==> src/hw/rtl/capped_fair_share_rate_allocator_macros.svh <==
// Assertion macros shared by the rate allocator modules.
`ifndef CAPPED_FAIR_SHARE_RATE_ALLOCATOR_MACROS_SVH
`define CAPPED_FAIR_SHARE_RATE_ALLOCATOR_MACROS_SVH

// Property that must hold at every clock edge outside reset.
`define CFSRA_ASSERT(lbl, prop, msg) \
	lbl: assert property (@(posedge clk) disable iff (!arst_n) (prop)) else $error(msg);

// Condition in one cycle implies a condition in the next cycle.
`define CFSRA_ASSERT_NEXT(lbl, pre, post, msg) \
	lbl: assert property (@(posedge clk) disable iff (!arst_n) (pre) |=> (post)) else $error(msg);

`endif

==> src/hw/rtl/cfsra_pkg.sv <==
// Types and constants of the capped fair-share rate allocator.
package cfsra_pkg;
	localparam int SLOTS = 4;
	localparam int IDX_W = 2;
	localparam int RATE_W = 32;
	localparam int CNT_W = 3;
	localparam int ADDR_W = 3;

	localparam logic [ADDR_W-1:0] REG_GLOBAL_LIMIT = 3'd0;
	localparam logic [ADDR_W-1:0] REG_CAP_ZERO = 3'd1;
	localparam logic [ADDR_W-1:0] REG_CAP_ONE = 3'd2;
	localparam logic [ADDR_W-1:0] REG_CAP_TWO = 3'd3;
	localparam logic [ADDR_W-1:0] REG_CAP_THREE = 3'd4;
	localparam logic [ADDR_W-1:0] REG_ACTIVE_MASK = 3'd5;

	typedef struct packed {
		logic [SLOTS-1:0] observed_mask;
		logic [RATE_W-1:0] speed_zero;
		logic [RATE_W-1:0] speed_one;
		logic [RATE_W-1:0] speed_two;
		logic [RATE_W-1:0] speed_three;
	} in_word_t;

	typedef struct packed {
		logic [IDX_W-1:0] backend;
		logic [RATE_W-1:0] assigned_limit;
		logic last;
	} out_word_t;

	typedef struct packed {
		logic load;
		logic div_start;
		logic div_sel_share;
		logic cap_base;
		logic cap_share;
		logic scan_step;
		logic round_begin;
		logic round_step;
		logic emit;
	} cmd_t;

	typedef struct packed {
		logic trivial;
		logic div_done;
		logic idx_last;
		logic rem_zero;
		logic hungry_zero;
		logic step_drains;
		logic any_now;
		logic emit_take;
	} stat_t;
endpackage

==> src/hw/rtl/cfsra_div.sv <==
// Iterative restoring divider: 32-bit dividend by a small count, one bit per cycle.
module cfsra_div
	import cfsra_pkg::*;
(
	input  logic              clk,
	input  logic              arst_n,
	input  logic              start,
	input  logic [RATE_W-1:0] num,
	input  logic [CNT_W-1:0]  den,
	output logic [RATE_W-1:0] quo,
	output logic              done
);
	`include "capped_fair_share_rate_allocator_macros.svh"

	logic [RATE_W-1:0] quo_q;
	logic [CNT_W-1:0]  den_q;
	logic [CNT_W-1:0]  rem_q;
	logic [4:0]        cnt_q;
	logic              busy_q;
	logic              done_q;
	logic [CNT_W:0]    trial;
	logic              fits;

	assign trial = {rem_q, quo_q[RATE_W-1]};
	assign fits  = trial >= {1'b0, den_q};

	always_ff @(posedge clk or negedge arst_n) begin
		if (!arst_n) begin
			busy_q <= 1'b0;
			done_q <= 1'b0;
			cnt_q  <= '0;
		end else begin
			done_q <= 1'b0;
			if (start) begin
				busy_q <= 1'b1;
				cnt_q  <= 5'd31;
			end else if (busy_q) begin
				cnt_q <= cnt_q - 5'd1;
				if (cnt_q == 5'd0) begin
					busy_q <= 1'b0;
					done_q <= 1'b1;
				end
			end
		end
	end

	always_ff @(posedge clk) begin
		if (start) begin
			quo_q <= num;
			den_q <= den;
			rem_q <= '0;
		end else if (busy_q) begin
			quo_q <= {quo_q[RATE_W-2:0], fits};
			rem_q <= fits ? CNT_W'(trial - {1'b0, den_q}) : trial[CNT_W-1:0];
		end
	end

	assign quo  = quo_q;
	assign done = done_q;

	`CFSRA_ASSERT(a_div_den_nonzero, !busy_q || den_q != '0, "divider running on zero count")
	`CFSRA_ASSERT_NEXT(a_div_no_restart, busy_q, !start, "divider restarted while busy")
endmodule

==> src/hw/rtl/cfsra_dp.sv <==
// Allocator datapath: config registers, per-backend state, divider and output register.
module cfsra_dp
	import cfsra_pkg::*;
#(
	parameter int NB_EFF = 4
)(
	input  logic              clk,
	input  logic              arst_n,
	input  logic              cfg_we,
	input  logic [ADDR_W-1:0] cfg_addr,
	input  logic [RATE_W-1:0] cfg_data,
	input  in_word_t          in_word,
	output logic              out_valid,
	input  logic              out_stall,
	output out_word_t         out_word,
	input  cmd_t              cmd,
	output stat_t             st
);
	`include "capped_fair_share_rate_allocator_macros.svh"

	localparam logic [SLOTS-1:0] NB_MASK = SLOTS'((1 << NB_EFF) - 1);
	localparam logic [IDX_W-1:0] IDX_LAST = IDX_W'(NB_EFF - 1);

	logic [RATE_W-1:0] gl_q;
	logic [RATE_W-1:0] cap_q [SLOTS];
	logic [SLOTS-1:0]  am_q;

	logic [RATE_W-1:0] spd_q [SLOTS];
	logic [RATE_W-1:0] capv_q [SLOTS];
	logic [RATE_W-1:0] asg_q [SLOTS];
	logic [SLOTS-1:0]  obs_q;
	logic [SLOTS-1:0]  act_q;
	logic [SLOTS-1:0]  hungry_q;
	logic [CNT_W-1:0]  act_cnt_q;
	logic [CNT_W-1:0]  hcnt_q;
	logic [RATE_W-1:0] rem_q;
	logic [RATE_W-1:0] base_q;
	logic [RATE_W-1:0] share_q;
	logic [IDX_W-1:0]  idx_q;
	logic              any_q;
	logic              out_valid_q;
	out_word_t         out_word_q;

	logic [RATE_W-1:0] spd_in [SLOTS];
	logic [RATE_W-1:0] div_q;
	logic              div_done;
	logic [RATE_W-1:0] cur_cap, cur_asg, a_base, a_lim, a_scan, room, extra;
	logic              slow, elig, last_i, emit_take;

	assign spd_in[0] = in_word.speed_zero;
	assign spd_in[1] = in_word.speed_one;
	assign spd_in[2] = in_word.speed_two;
	assign spd_in[3] = in_word.speed_three;

	always_ff @(posedge clk or negedge arst_n) begin
		if (!arst_n) begin
			gl_q <= '0;
			am_q <= '0;
			for (int i = 0; i < SLOTS; i++) cap_q[i] <= '0;
		end else if (cfg_we) begin
			unique case (cfg_addr)
				REG_GLOBAL_LIMIT: gl_q <= cfg_data;
				REG_CAP_ZERO:     cap_q[0] <= cfg_data;
				REG_CAP_ONE:      cap_q[1] <= cfg_data;
				REG_CAP_TWO:      cap_q[2] <= cfg_data;
				REG_CAP_THREE:    cap_q[3] <= cfg_data;
				REG_ACTIVE_MASK:  am_q <= cfg_data[SLOTS-1:0];
				default: ;
			endcase
		end
	end

	cfsra_div u_div (
		.clk    (clk),
		.arst_n (arst_n),
		.start  (cmd.div_start),
		.num    (cmd.div_sel_share ? rem_q : gl_q),
		.den    (cmd.div_sel_share ? hcnt_q : act_cnt_q),
		.quo    (div_q),
		.done   (div_done)
	);

	always_comb begin
		cur_cap = capv_q[idx_q];
		cur_asg = asg_q[idx_q];
		a_base  = base_q < cur_cap ? base_q : cur_cap;
		a_lim   = (base_q[RATE_W-1:3] == '0) ? RATE_W'(1) : (base_q >> 3);
		slow    = obs_q[idx_q] && (spd_q[idx_q] < (base_q >> 1));
		a_scan  = (slow && a_base > a_lim) ? a_lim : a_base;
		elig    = hungry_q[idx_q] && (cur_asg < cur_cap);
		room    = cur_cap - cur_asg;
		extra   = share_q < room ? share_q : room;
		if (extra > rem_q) extra = rem_q;
	end

	assign last_i    = idx_q == IDX_LAST;
	assign emit_take = !out_valid_q || !out_stall;

	always_ff @(posedge clk or negedge arst_n) begin
		if (!arst_n) begin
			idx_q       <= '0;
			any_q       <= 1'b0;
			out_valid_q <= 1'b0;
		end else begin
			if (cmd.load) idx_q <= '0;
			if (cmd.round_begin) any_q <= 1'b0;
			if (cmd.scan_step) idx_q <= last_i ? '0 : idx_q + 1'b1;
			if (cmd.round_step) begin
				idx_q <= (last_i || (elig && extra == rem_q)) ? '0 : idx_q + 1'b1;
				if (elig) any_q <= 1'b1;
			end
			if (cmd.emit && emit_take) begin
				out_valid_q <= 1'b1;
				idx_q       <= last_i ? '0 : idx_q + 1'b1;
			end else if (out_valid_q && !out_stall) begin
				out_valid_q <= 1'b0;
			end
		end
	end

	always_ff @(posedge clk) begin
		if (cmd.load) begin
			obs_q     <= in_word.observed_mask & NB_MASK;
			act_q     <= am_q & NB_MASK;
			act_cnt_q <= CNT_W'($countones(am_q & NB_MASK));
			hungry_q  <= '0;
			hcnt_q    <= '0;
			rem_q     <= gl_q;
			for (int i = 0; i < SLOTS; i++) begin
				spd_q[i]  <= spd_in[i];
				capv_q[i] <= (cap_q[i] == '0) ? gl_q : cap_q[i];
				asg_q[i]  <= '0;
			end
		end
		if (cmd.cap_base)
			base_q <= (div_q == '0) ? RATE_W'(1) : div_q;
		if (cmd.cap_share)
			share_q <= (div_q == '0) ? RATE_W'(1) : div_q;
		if (cmd.scan_step && act_q[idx_q]) begin
			asg_q[idx_q] <= a_scan;
			// base forced to 1 can hand out more than the limit: floor at 0
			rem_q        <= (a_scan > rem_q) ? '0 : rem_q - a_scan;
			if (!slow) begin
				hungry_q[idx_q] <= 1'b1;
				hcnt_q          <= hcnt_q + 1'b1;
			end
		end
		if (cmd.round_step && elig) begin
			asg_q[idx_q] <= cur_asg + extra;
			rem_q        <= rem_q - extra;
		end
		if (cmd.emit && emit_take) begin
			out_word_q.backend        <= idx_q;
			out_word_q.assigned_limit <= cur_asg;
			out_word_q.last           <= last_i;
		end
	end

	assign st.trivial     = (act_cnt_q == '0) || (gl_q == '0);
	assign st.div_done    = div_done;
	assign st.idx_last    = last_i;
	assign st.rem_zero    = rem_q == '0;
	assign st.hungry_zero = hcnt_q == '0;
	assign st.step_drains = elig && (extra == rem_q);
	assign st.any_now     = any_q || elig;
	assign st.emit_take   = emit_take;

	assign out_valid = out_valid_q;
	assign out_word  = out_word_q;

	`CFSRA_ASSERT_NEXT(a_out_hold, out_valid_q && out_stall,
		out_valid_q && $stable(out_word_q), "stalled output word changed")
	`CFSRA_ASSERT(a_step_exclusive, !(cmd.scan_step && cmd.round_step) && !(cmd.emit && cmd.load),
		"conflicting datapath commands")
endmodule

==> src/hw/rtl/cfsra_ctrl.sv <==
// Allocator controller: sequences base division, scan, share rounds and output.
module cfsra_ctrl
	import cfsra_pkg::*;
(
	input  logic  clk,
	input  logic  arst_n,
	input  logic  in_valid,
	output logic  in_stall,
	output cmd_t  cmd,
	input  stat_t st
);
	`include "capped_fair_share_rate_allocator_macros.svh"

	typedef enum logic [7:0] {
		ST_IDLE      = 8'b0000_0001,
		ST_START     = 8'b0000_0010,
		ST_DIV_BASE  = 8'b0000_0100,
		ST_SCAN      = 8'b0000_1000,
		ST_CHECK     = 8'b0001_0000,
		ST_DIV_SHARE = 8'b0010_0000,
		ST_ROUND     = 8'b0100_0000,
		ST_EMIT      = 8'b1000_0000
	} state_t;

	state_t state_q, state_d;

	always_comb begin
		state_d = state_q;
		cmd     = '0;
		unique case (state_q)
			ST_IDLE: begin
				if (in_valid) begin
					cmd.load = 1'b1;
					state_d  = ST_START;
				end
			end
			ST_START: begin
				if (st.trivial) state_d = ST_EMIT;
				else begin
					cmd.div_start = 1'b1;
					state_d       = ST_DIV_BASE;
				end
			end
			ST_DIV_BASE: begin
				if (st.div_done) begin
					cmd.cap_base = 1'b1;
					state_d      = ST_SCAN;
				end
			end
			ST_SCAN: begin
				cmd.scan_step = 1'b1;
				if (st.idx_last) state_d = ST_CHECK;
			end
			ST_CHECK: begin
				if (st.rem_zero || st.hungry_zero) state_d = ST_EMIT;
				else begin
					cmd.div_start     = 1'b1;
					cmd.div_sel_share = 1'b1;
					cmd.round_begin   = 1'b1;
					state_d           = ST_DIV_SHARE;
				end
			end
			ST_DIV_SHARE: begin
				cmd.div_sel_share = 1'b1;
				if (st.div_done) begin
					cmd.cap_share = 1'b1;
					state_d       = ST_ROUND;
				end
			end
			ST_ROUND: begin
				cmd.round_step = 1'b1;
				if (st.step_drains) state_d = ST_EMIT;
				else if (st.idx_last) state_d = st.any_now ? ST_CHECK : ST_EMIT;
			end
			ST_EMIT: begin
				cmd.emit = 1'b1;
				if (st.emit_take && st.idx_last) state_d = ST_IDLE;
			end
			default: state_d = ST_IDLE;
		endcase
	end

	always_ff @(posedge clk or negedge arst_n) begin
		if (!arst_n) state_q <= ST_IDLE;
		else state_q <= state_d;
	end

	assign in_stall = state_q != ST_IDLE;

	`CFSRA_ASSERT_NEXT(a_start_div, cmd.div_start,
		state_q == ST_DIV_BASE || state_q == ST_DIV_SHARE, "division start lost")
	`CFSRA_ASSERT_NEXT(a_accept_start, in_valid && !in_stall,
		state_q == ST_START, "accepted word not started")
endmodule

==> src/hw/rtl/capped_fair_share_rate_allocator.sv <==
// Capped fair-share rate allocator top level: controller plus datapath.
// Usage: software writes global_limit, the four caps and active_mask through
// cfg_we/cfg_addr/cfg_data while the block is idle. Each input word carries the
// observed mask and four observed speeds; the block answers with NUM_BACKENDS
// output words, NUM_BACKENDS clamped to 1..4, one per backend in index order,
// last set on the final one. Sequence: the base division runs in the shared
// divider, one quotient bit per cycle; then the scan steps through the
// backends; then each share round divides the remainder in the divider and
// steps through the backends; then the output words are loaded one by one.
// in_stall is high from acceptance until the last output word is loaded into
// the output register, so one word is worked on at a time; the next input
// word may be taken while the last output word still waits.
// While out_valid and out_stall are high the output word holds and emit waits.
// Reset clears the config registers and out_valid and returns the block to idle.
module capped_fair_share_rate_allocator
	import cfsra_pkg::*;
#(
	parameter int NUM_BACKENDS = 4
)(
	input  logic              clk,
	input  logic              arst_n,
	input  logic              cfg_we,
	input  logic [ADDR_W-1:0] cfg_addr,
	input  logic [RATE_W-1:0] cfg_data,
	input  logic              in_valid,
	output logic              in_stall,
	input  in_word_t          in_word,
	output logic              out_valid,
	input  logic              out_stall,
	output out_word_t         out_word
);
	localparam int NB_EFF = (NUM_BACKENDS < 1) ? 1 :
		((NUM_BACKENDS > SLOTS) ? SLOTS : NUM_BACKENDS);

	cmd_t  cmd;
	stat_t st;

	cfsra_ctrl u_ctrl (
		.clk      (clk),
		.arst_n   (arst_n),
		.in_valid (in_valid),
		.in_stall (in_stall),
		.cmd      (cmd),
		.st       (st)
	);

	cfsra_dp #(.NB_EFF(NB_EFF)) u_dp (
		.clk       (clk),
		.arst_n    (arst_n),
		.cfg_we    (cfg_we),
		.cfg_addr  (cfg_addr),
		.cfg_data  (cfg_data),
		.in_word   (in_word),
		.out_valid (out_valid),
		.out_stall (out_stall),
		.out_word  (out_word),
		.cmd       (cmd),
		.st        (st)
	);
endmodule

==> config.mk <==
export PLATFORM = sky130hd
export DESIGN_NAME = capped_fair_share_rate_allocator
export DESIGN_NICKNAME = d
export VERILOG_FILES = /design/src/hw/rtl/cfsra_pkg.sv /design/src/hw/rtl/cfsra_div.sv /design/src/hw/rtl/cfsra_dp.sv /design/src/hw/rtl/cfsra_ctrl.sv /design/src/hw/rtl/capped_fair_share_rate_allocator.sv
export VERILOG_INCLUDE_DIRS = /design/src /design/src/hw/rtl
export SDC_FILE = /design/constraint.sdc
export NUM_CORES = 2
export LEC_CHECK = 0
export BUFFER_PORTS_ARGS = -buffer_cell sky130_fd_sc_hd__buf_2
export CAP_MARGIN = 20
export CELL_PAD_IN_SITES_DETAIL_PLACEMENT = 0
export CELL_PAD_IN_SITES_GLOBAL_PLACEMENT = 1
export CORE_MARGIN = 2
export CORE_UTILIZATION = 51
export CTS_CLUSTER_SIZE = 30
export DETAILED_ROUTE_END_ITERATION = 6
export GPL_ROUTABILITY_DRIVEN = 0
export GPL_TIMING_DRIVEN = 0
export PLACE_DENSITY_LB_ADDON = 0.05
export SYNTH_ARGS = -nofsm -noshare
export SYNTH_HDL_FRONTEND = slang
export SYNTH_HIERARCHICAL = 1
export SYNTH_SLANG_ARGS = --single-unit
==> constraint.sdc <==
create_clock -name clk -period 19.5 [get_ports clk]
set_input_delay 2.925 -clock clk [delete_from_list [all_inputs] [get_ports clk]]
set_output_delay 2.925 -clock clk [all_outputs]
set_load 0.05 [all_outputs]
Yosys cells after proc, flatten, opt, wreduce, memory -nomap -nowiden
Memories as Yosys holds them, arrays and structs flattened.
Cells that the tools add are included.
Storage, ports and cells
  logic and storage cells: 203
  memories: 3
  memory bits (writable): 384
  output and inout port bits: 37
  input port bits: 172
  flip-flop bits (word level): 370
Memories
  u_dp.asg_q: depth 4, width 32, read ports 1, clocked after memory_dff 0, write ports 4, RTL line cfsra_dp.sv:30  | logic [RATE_W-1:0] asg_q [SLOTS];
  u_dp.capv_q: depth 4, width 32, read ports 1, clocked after memory_dff 0, write ports 4, RTL line cfsra_dp.sv:29  | logic [RATE_W-1:0] capv_q [SLOTS];
  u_dp.spd_q: depth 4, width 32, read ports 1, clocked after memory_dff 0, write ports 4, RTL line cfsra_dp.sv:28  | logic [RATE_W-1:0] spd_q [SLOTS];
Cells by class
  mux-type cells: 87
  reduce and logical (&&, ||, !) cells: 41
  equality and inequality tests: 22
  bitwise logic cells: 2
  magnitude comparators: 10
  add/subtract/negate cells: 11
Operators by type and width (number)
  $mux W32: 18
  $logic_not A32 Y1: 7
  $gt A32 B32 Y1: 3
  $lt A32 B32 Y1: 3
  $sub A32 B32 Y32: 3
  $mux W8: 10
  $pmux W8 S8: 1
  $mux W1: 33
  $add A32 B32 Y32: 1
  $eq A32 B32 Y1: 1
  $lt A32 B31 Y1: 1
  $reduce_or A32 Y1: 1
  $logic_not A29 Y1: 1
  $mux W29: 1
  $mux W2: 8
  $mux W3: 5
  $mux W4: 3
  $reduce_and A2 Y1: 6
  $logic_and A1 B1 Y1: 10
  $mux W5: 2
  $logic_not A3 Y1: 3
  $eq A8 B1 Y1 const B: 1
  $eq A8 B2 Y1 const B: 1
  $eq A8 B3 Y1 const B: 1
  34 further kinds: 49

Longest topological paths before layout
An unclocked memory read counts as a cell.
  depth after elaboration: 12
  mapped depth: 53

By module
The synthesis kept the hierarchy.
By module, submodules not included
  cfsra_dp: area each 40825.4 µm², times used 1, cells an instance 3497
  cfsra_div: area each 2069.5 µm², times used 1, cells an instance 134
  cfsra_ctrl: area each 634.4 µm², times used 1, cells an instance 74

Worst setup path before layout
OpenSTA, ideal clock, no wires.
  path kind: input -> register
  start: input in_valid
  end: register u_dp.rem_q[0] (enable)
  cell stages on the path: 3
  library setup time: 0.390 ns
  data arrival time: 15.648 ns
  setup slack: 3.462 ns
  path through: inv_1 > nor2_1 > or3_1
RTL lines
  from (decl): RTL line capped_fair_share_rate_allocator.sv:25  | input logic in_valid,
  to (signal assigned): RTL line cfsra_dp.sv:128  | rem_q <= gl_q;
  to (signal assigned): RTL line cfsra_dp.sv:142  | rem_q <= (a_scan > rem_q) ? '0 : rem_q - a_scan;
  to (signal assigned): RTL line cfsra_dp.sv:150  | rem_q <= rem_q - extra;
  to (decl): RTL line cfsra_dp.sv:36  | logic [RATE_W-1:0] rem_q;

Final worst setup path
  start: register u_dp.idx_q[0]
  end: register u_dp.rem_q[28] (data pin)
On the way
  elaborated cells on any way between the ends: 31
RTL lines
  from (decl): RTL line cfsra_dp.sv:39  | logic [IDX_W-1:0] idx_q;
  from (signal assigned): RTL line cfsra_dp.sv:107  | if (cmd.scan_step) idx_q <= last_i ? '0 : idx_q + 1'b1;
  from (signal assigned): RTL line cfsra_dp.sv:109  | idx_q <= (last_i || (elig && extra == rem_q)) ? '0 : idx_q + 1'b1;
  from (signal assigned): RTL line cfsra_dp.sv:114  | idx_q <= last_i ? '0 : idx_q + 1'b1;
  $mem_v2 Z4 W32 *
  net u_dp.cur_asg[1]: RTL line cfsra_dp.sv:47  | logic [RATE_W-1:0] cur_cap, cur_asg, a_base, a_lim, a_scan, room, extra;
  $sub A32 B32 Y32: RTL line cfsra_dp.sv:91  | room = cur_cap - cur_asg;
  $lt A32 B32 Y1: RTL line cfsra_dp.sv:92  | extra = share_q < room ? share_q : room;
  $mux W32: RTL line cfsra_dp.sv:92
  $gt A32 B32 Y1: RTL line cfsra_dp.sv:93  | if (extra > rem_q) extra = rem_q;
  $mux W32: RTL line cfsra_dp.sv:93
  $sub A32 B32 Y32: RTL line cfsra_dp.sv:150
  $mux W32 *: RTL line cfsra_dp.sv:148  | if (cmd.round_step && elig) begin
The timed path passes the listed nets; every way through them passes the cells marked *. The select of a mux whose other input is x is not followed.
A chain may end at the register's enable or synchronous reset.

==> summary by stage <==
Timing
The final worst-path cycle share is 0.958. In this run the tightest slew margin relative to its limit is 0.166. The clock arrives with 0.0242 ns of skew. The minimum clock period after layout is 18.68 ns. Setup repair after global routing left no endpoint under its margin.

Static timing analysis puts the maximum clock frequency at 53.5 MHz. Setup violations remaining at the end of the flow were counted as 0. The slew at the pin with the worst max-slew slack is 1.25 ns. The number of pins with negative max-slew slack in the final report is 0. The hold violation total from the final report is 0.

Worst setup path
The number of buffers and inverters on the critical path is 13. The endpoint type of the worst setup path is a flip-flop. By startpoint and endpoint, the worst setup path is classified as flip-flop to flip-flop. The largest fanout of any net on the critical path is 10.

The slowest stage of the critical path is the sky130_fd_sc_hd__nor4_1 cell. The kind of start point of the critical path is a flip-flop. The cell type group with the largest total delay on the critical path is buffers and inverters. The largest single stage delay on the critical path is 0.95 ns. The worst register-to-register path has a setup slack of 0.82 ns. The worst endpoint data arrival time is 19.07 ns. The required time at the endpoint of the critical path is 19.89 ns.

CTS
The number of clock buffers inserted by TritonCTS is 84. The maximum buffer depth of the clock tree is 3. The clock sink count is 754. The number of buffers added for setup after CTS is 0. The hold buffer count at cts is 0. The H-tree was split into 3 levels. TritonCTS built the clock tree.

Clock latency on the worst-skew pair, taken at its later pin, is 0.67 ns. The number of gates resized after CTS was 0. After clock tree synthesis, the clock-pin slew on the worst setup and hold paths is 0.06 ns. CTS placed an instance of sky130_fd_sc_hd__clkbuf_16 at the clock tree root.

Finish
The total area of multi-input combinational cells is 20100 um2. The synthesis-to-finish area growth is 13.4%. The flip-flop and latch area is 21600 um2.

The most common cell after layout, fill and taps aside is sky130_fd_sc_hd__edfxtp_1. Of the cells placed in the final design, the portion with a size suffix greater than 1 is 0.198. The total of fill cells in the finished design is 7428.

In the layout the commonest cells are 561 x sky130_fd_sc_hd__edfxtp_1, 294 x sky130_fd_sc_hd__ha_1, 272 x sky130_fd_sc_hd__nor2_1. The net total in the final layout is 4497. The number of non-filler instances in the completed layout is 5238.

Global routing
The initial antenna violation count is 4. For this run, the total global-route usage over all layers was measured as 0.319. Summed over all layers, the global routing overflow is 0.

The via count of the first global-routing pass is 30.9k. The first global-routing pass estimated 202000 um of wire. The pin count of the biggest net entering global routing is 109.

Detailed routing
The detailed router placed 31.7k vias in this run. The detailed-route wire length is 140000 um. The pre-antenna-repair detailed-routing pass consisted of 6 iterations.

The met3 wire length is 8980 um. The initial DRC count is 2959. The count of nets left with antenna violations once routing finished came out at 0. The detailed router put a total of 60000 um of wire on met1. The routed wirelength normalized by instance count is 26.7 um.

The met2 routed wirelength is 64500 um. The vias per cell is 6.06. Signal routing reaches up to met4. The remaining routing DRC violations is 0.

Place
The count of input and output buffers is 208. The estimated wirelength of the detail-placed design is 111000 um. In this run, placement finished with an instance count of 5080.

Status
The flow ran to the end, and the final reports show no timing, DRC or antenna violations.

Logic synthesis
The mean area per synthesized cell is 11.7 um2. In this run, synthesis produced a sequential element count of 754. Of all flip-flops after synthesis, the portion carrying an async set or reset was 0.243. The most used flip-flop cell after synthesis is sky130_fd_sc_hd__edfxtp_1. Yosys mapped a number of flops with a built-in enable equal to 561. The mapped netlist covers 43500 um2. The synthesized net count is 4177. Synthesis handed over a netlist of 3705 instances. The total of warnings raised by yosys is 6. The number of different library cells in the post-synthesis netlist is 99. The sequential element share of the synthesized area is 0.497.

Floorplanning
The die covers 87700 um2. The standard-cell row count is 107. The chip width is 296 um. The total core area is 84900 um2.

The initial utilization of the core area, before any placement, comes to 0.513. The floorplan step set the die height to 296 um. For this design the top-level I/O count stands at 209.

Job
Max-cap violations in this run came to 0.

Min path
The worst hold path class is flip-flop to flip-flop.
## path summary, 6_finish.rpt
check | startpoint | to | cells past startpoint
worst max-delay path | u_dp/idx_q[0] | u_dp/rem_q[28] | 50
worst min-delay path | u_dp/hungry_q[3] | u_dp/hungry_q[3] | 2
worst max register to register | u_dp/idx_q[0] | u_dp/rem_q[28] | 50
worst min register to register | u_dp/hungry_q[3] | u_dp/hungry_q[3] | 2
max in group asynchronous | arst_n | u_dp/gl_q[0] | 2
min in group asynchronous | arst_n | u_dp/gl_q[25] | 1
## per-stage QoR
stage               TNS, ns  utilization  setup WS (ns)  hold WS (ns)  area, um2
floorplan                 0            -           3.46         0.441      43500
global placement    -530.07        0.542          -2.17         0.455      46000
detailed placement        0        0.548          0.643         0.461      46500
CTS                       0        0.581          0.618         0.470      49300
global route              0        0.581          0.410         0.505      49300
finish                    0        0.581          0.818         0.467      49400
## tightest hold or removal path, cell delays in order (launching register included)
cell and delay, ns:
sky130_fd_sc_hd__dfxtp_1 0.31, sky130_fd_sc_hd__inv_1 0.04, sky130_fd_sc_hd__o21ai_0 0.07
## layout make-up
class                   instances  share of cell area
plain buffers                 201              0.0166
repair buffers                234              0.0307
clock buffers                 106              0.0457
flip-flops and latches        754               0.438
diodes                          2            0.000101
clock inverters                47              0.0118
inverters                     259              0.0197
multi-input cells            2491               0.408
well taps                    1144              0.0290
## per-layer routing
| layer | vias up | track usage |
|---|---|---|
| met4 | 0 | 0.127 |
| li1 | 14600 | - |
| met5 | - | 0 |
| met3 | 236 | 0.0369 |
| met1 | 15800 | 0.447 |
| met2 | 1112 | 0.508 |
## cell families after synthesis
family	synth area share
AOI/OAI and AO/OA	0.137
xor gates and xnor gates	0.0203
adders and majority gates	0.0873
buffers and inverters	0.0412
DFF	0.497
muxes	0.120
and+or+nand+nor	0.0969
## state kept, by name, indices dropped and copies added (netlist names), 4 cells and up
signal and cells:
u_dp/am_q 4, u_dp/spd_q 128, u_dp/out_word 35, u_dp/rem_q 32
u_dp/asg_q 128, u_dp/gl_q 32, u_dp/u_div/cnt_q 5, u_dp/share_q 32
u_dp/act_q 4, u_dp/u_div/quo 32, u_dp/base_q 32, u_dp/hungry_q 4
u_dp/capv_q 128, u_dp/obs_q 4, u_ctrl/state_q 8, u_dp/cap_q 128
## synth_stat cells (all sizes together) (12+ instances only)
library cell	number	area, um2
nand3	78	480
nand2b	30	188
nor3	39	195
nor4	68	440
xor2	37	324
edfxtp	561	16800
inv	259	972
mux2	254	2860
nor3b	14	105
clkbuf	140	526
o21a	29	218
xnor2	64	561
nor2b	26	165
ha	294	3680
a31oi	43	382
mux4	95	2140
and3	14	88.8
o31ai	13	97.6
o211ai	18	135
dfrtp	182	4550
mux2i	23	230
and2	12	75.1
o21bai	24	180
nand4	62	388
a211oi	26	200
a21o	244	1830
buf	61	294
nand2	172	646
nor2	275	1030
o221ai	17	149
o21ai	175	876
a21oi	178	898
Power is left out: the tool's default activity adds up to more than one toggle a clock period on the data nets, which glitch-free logic cannot reach.
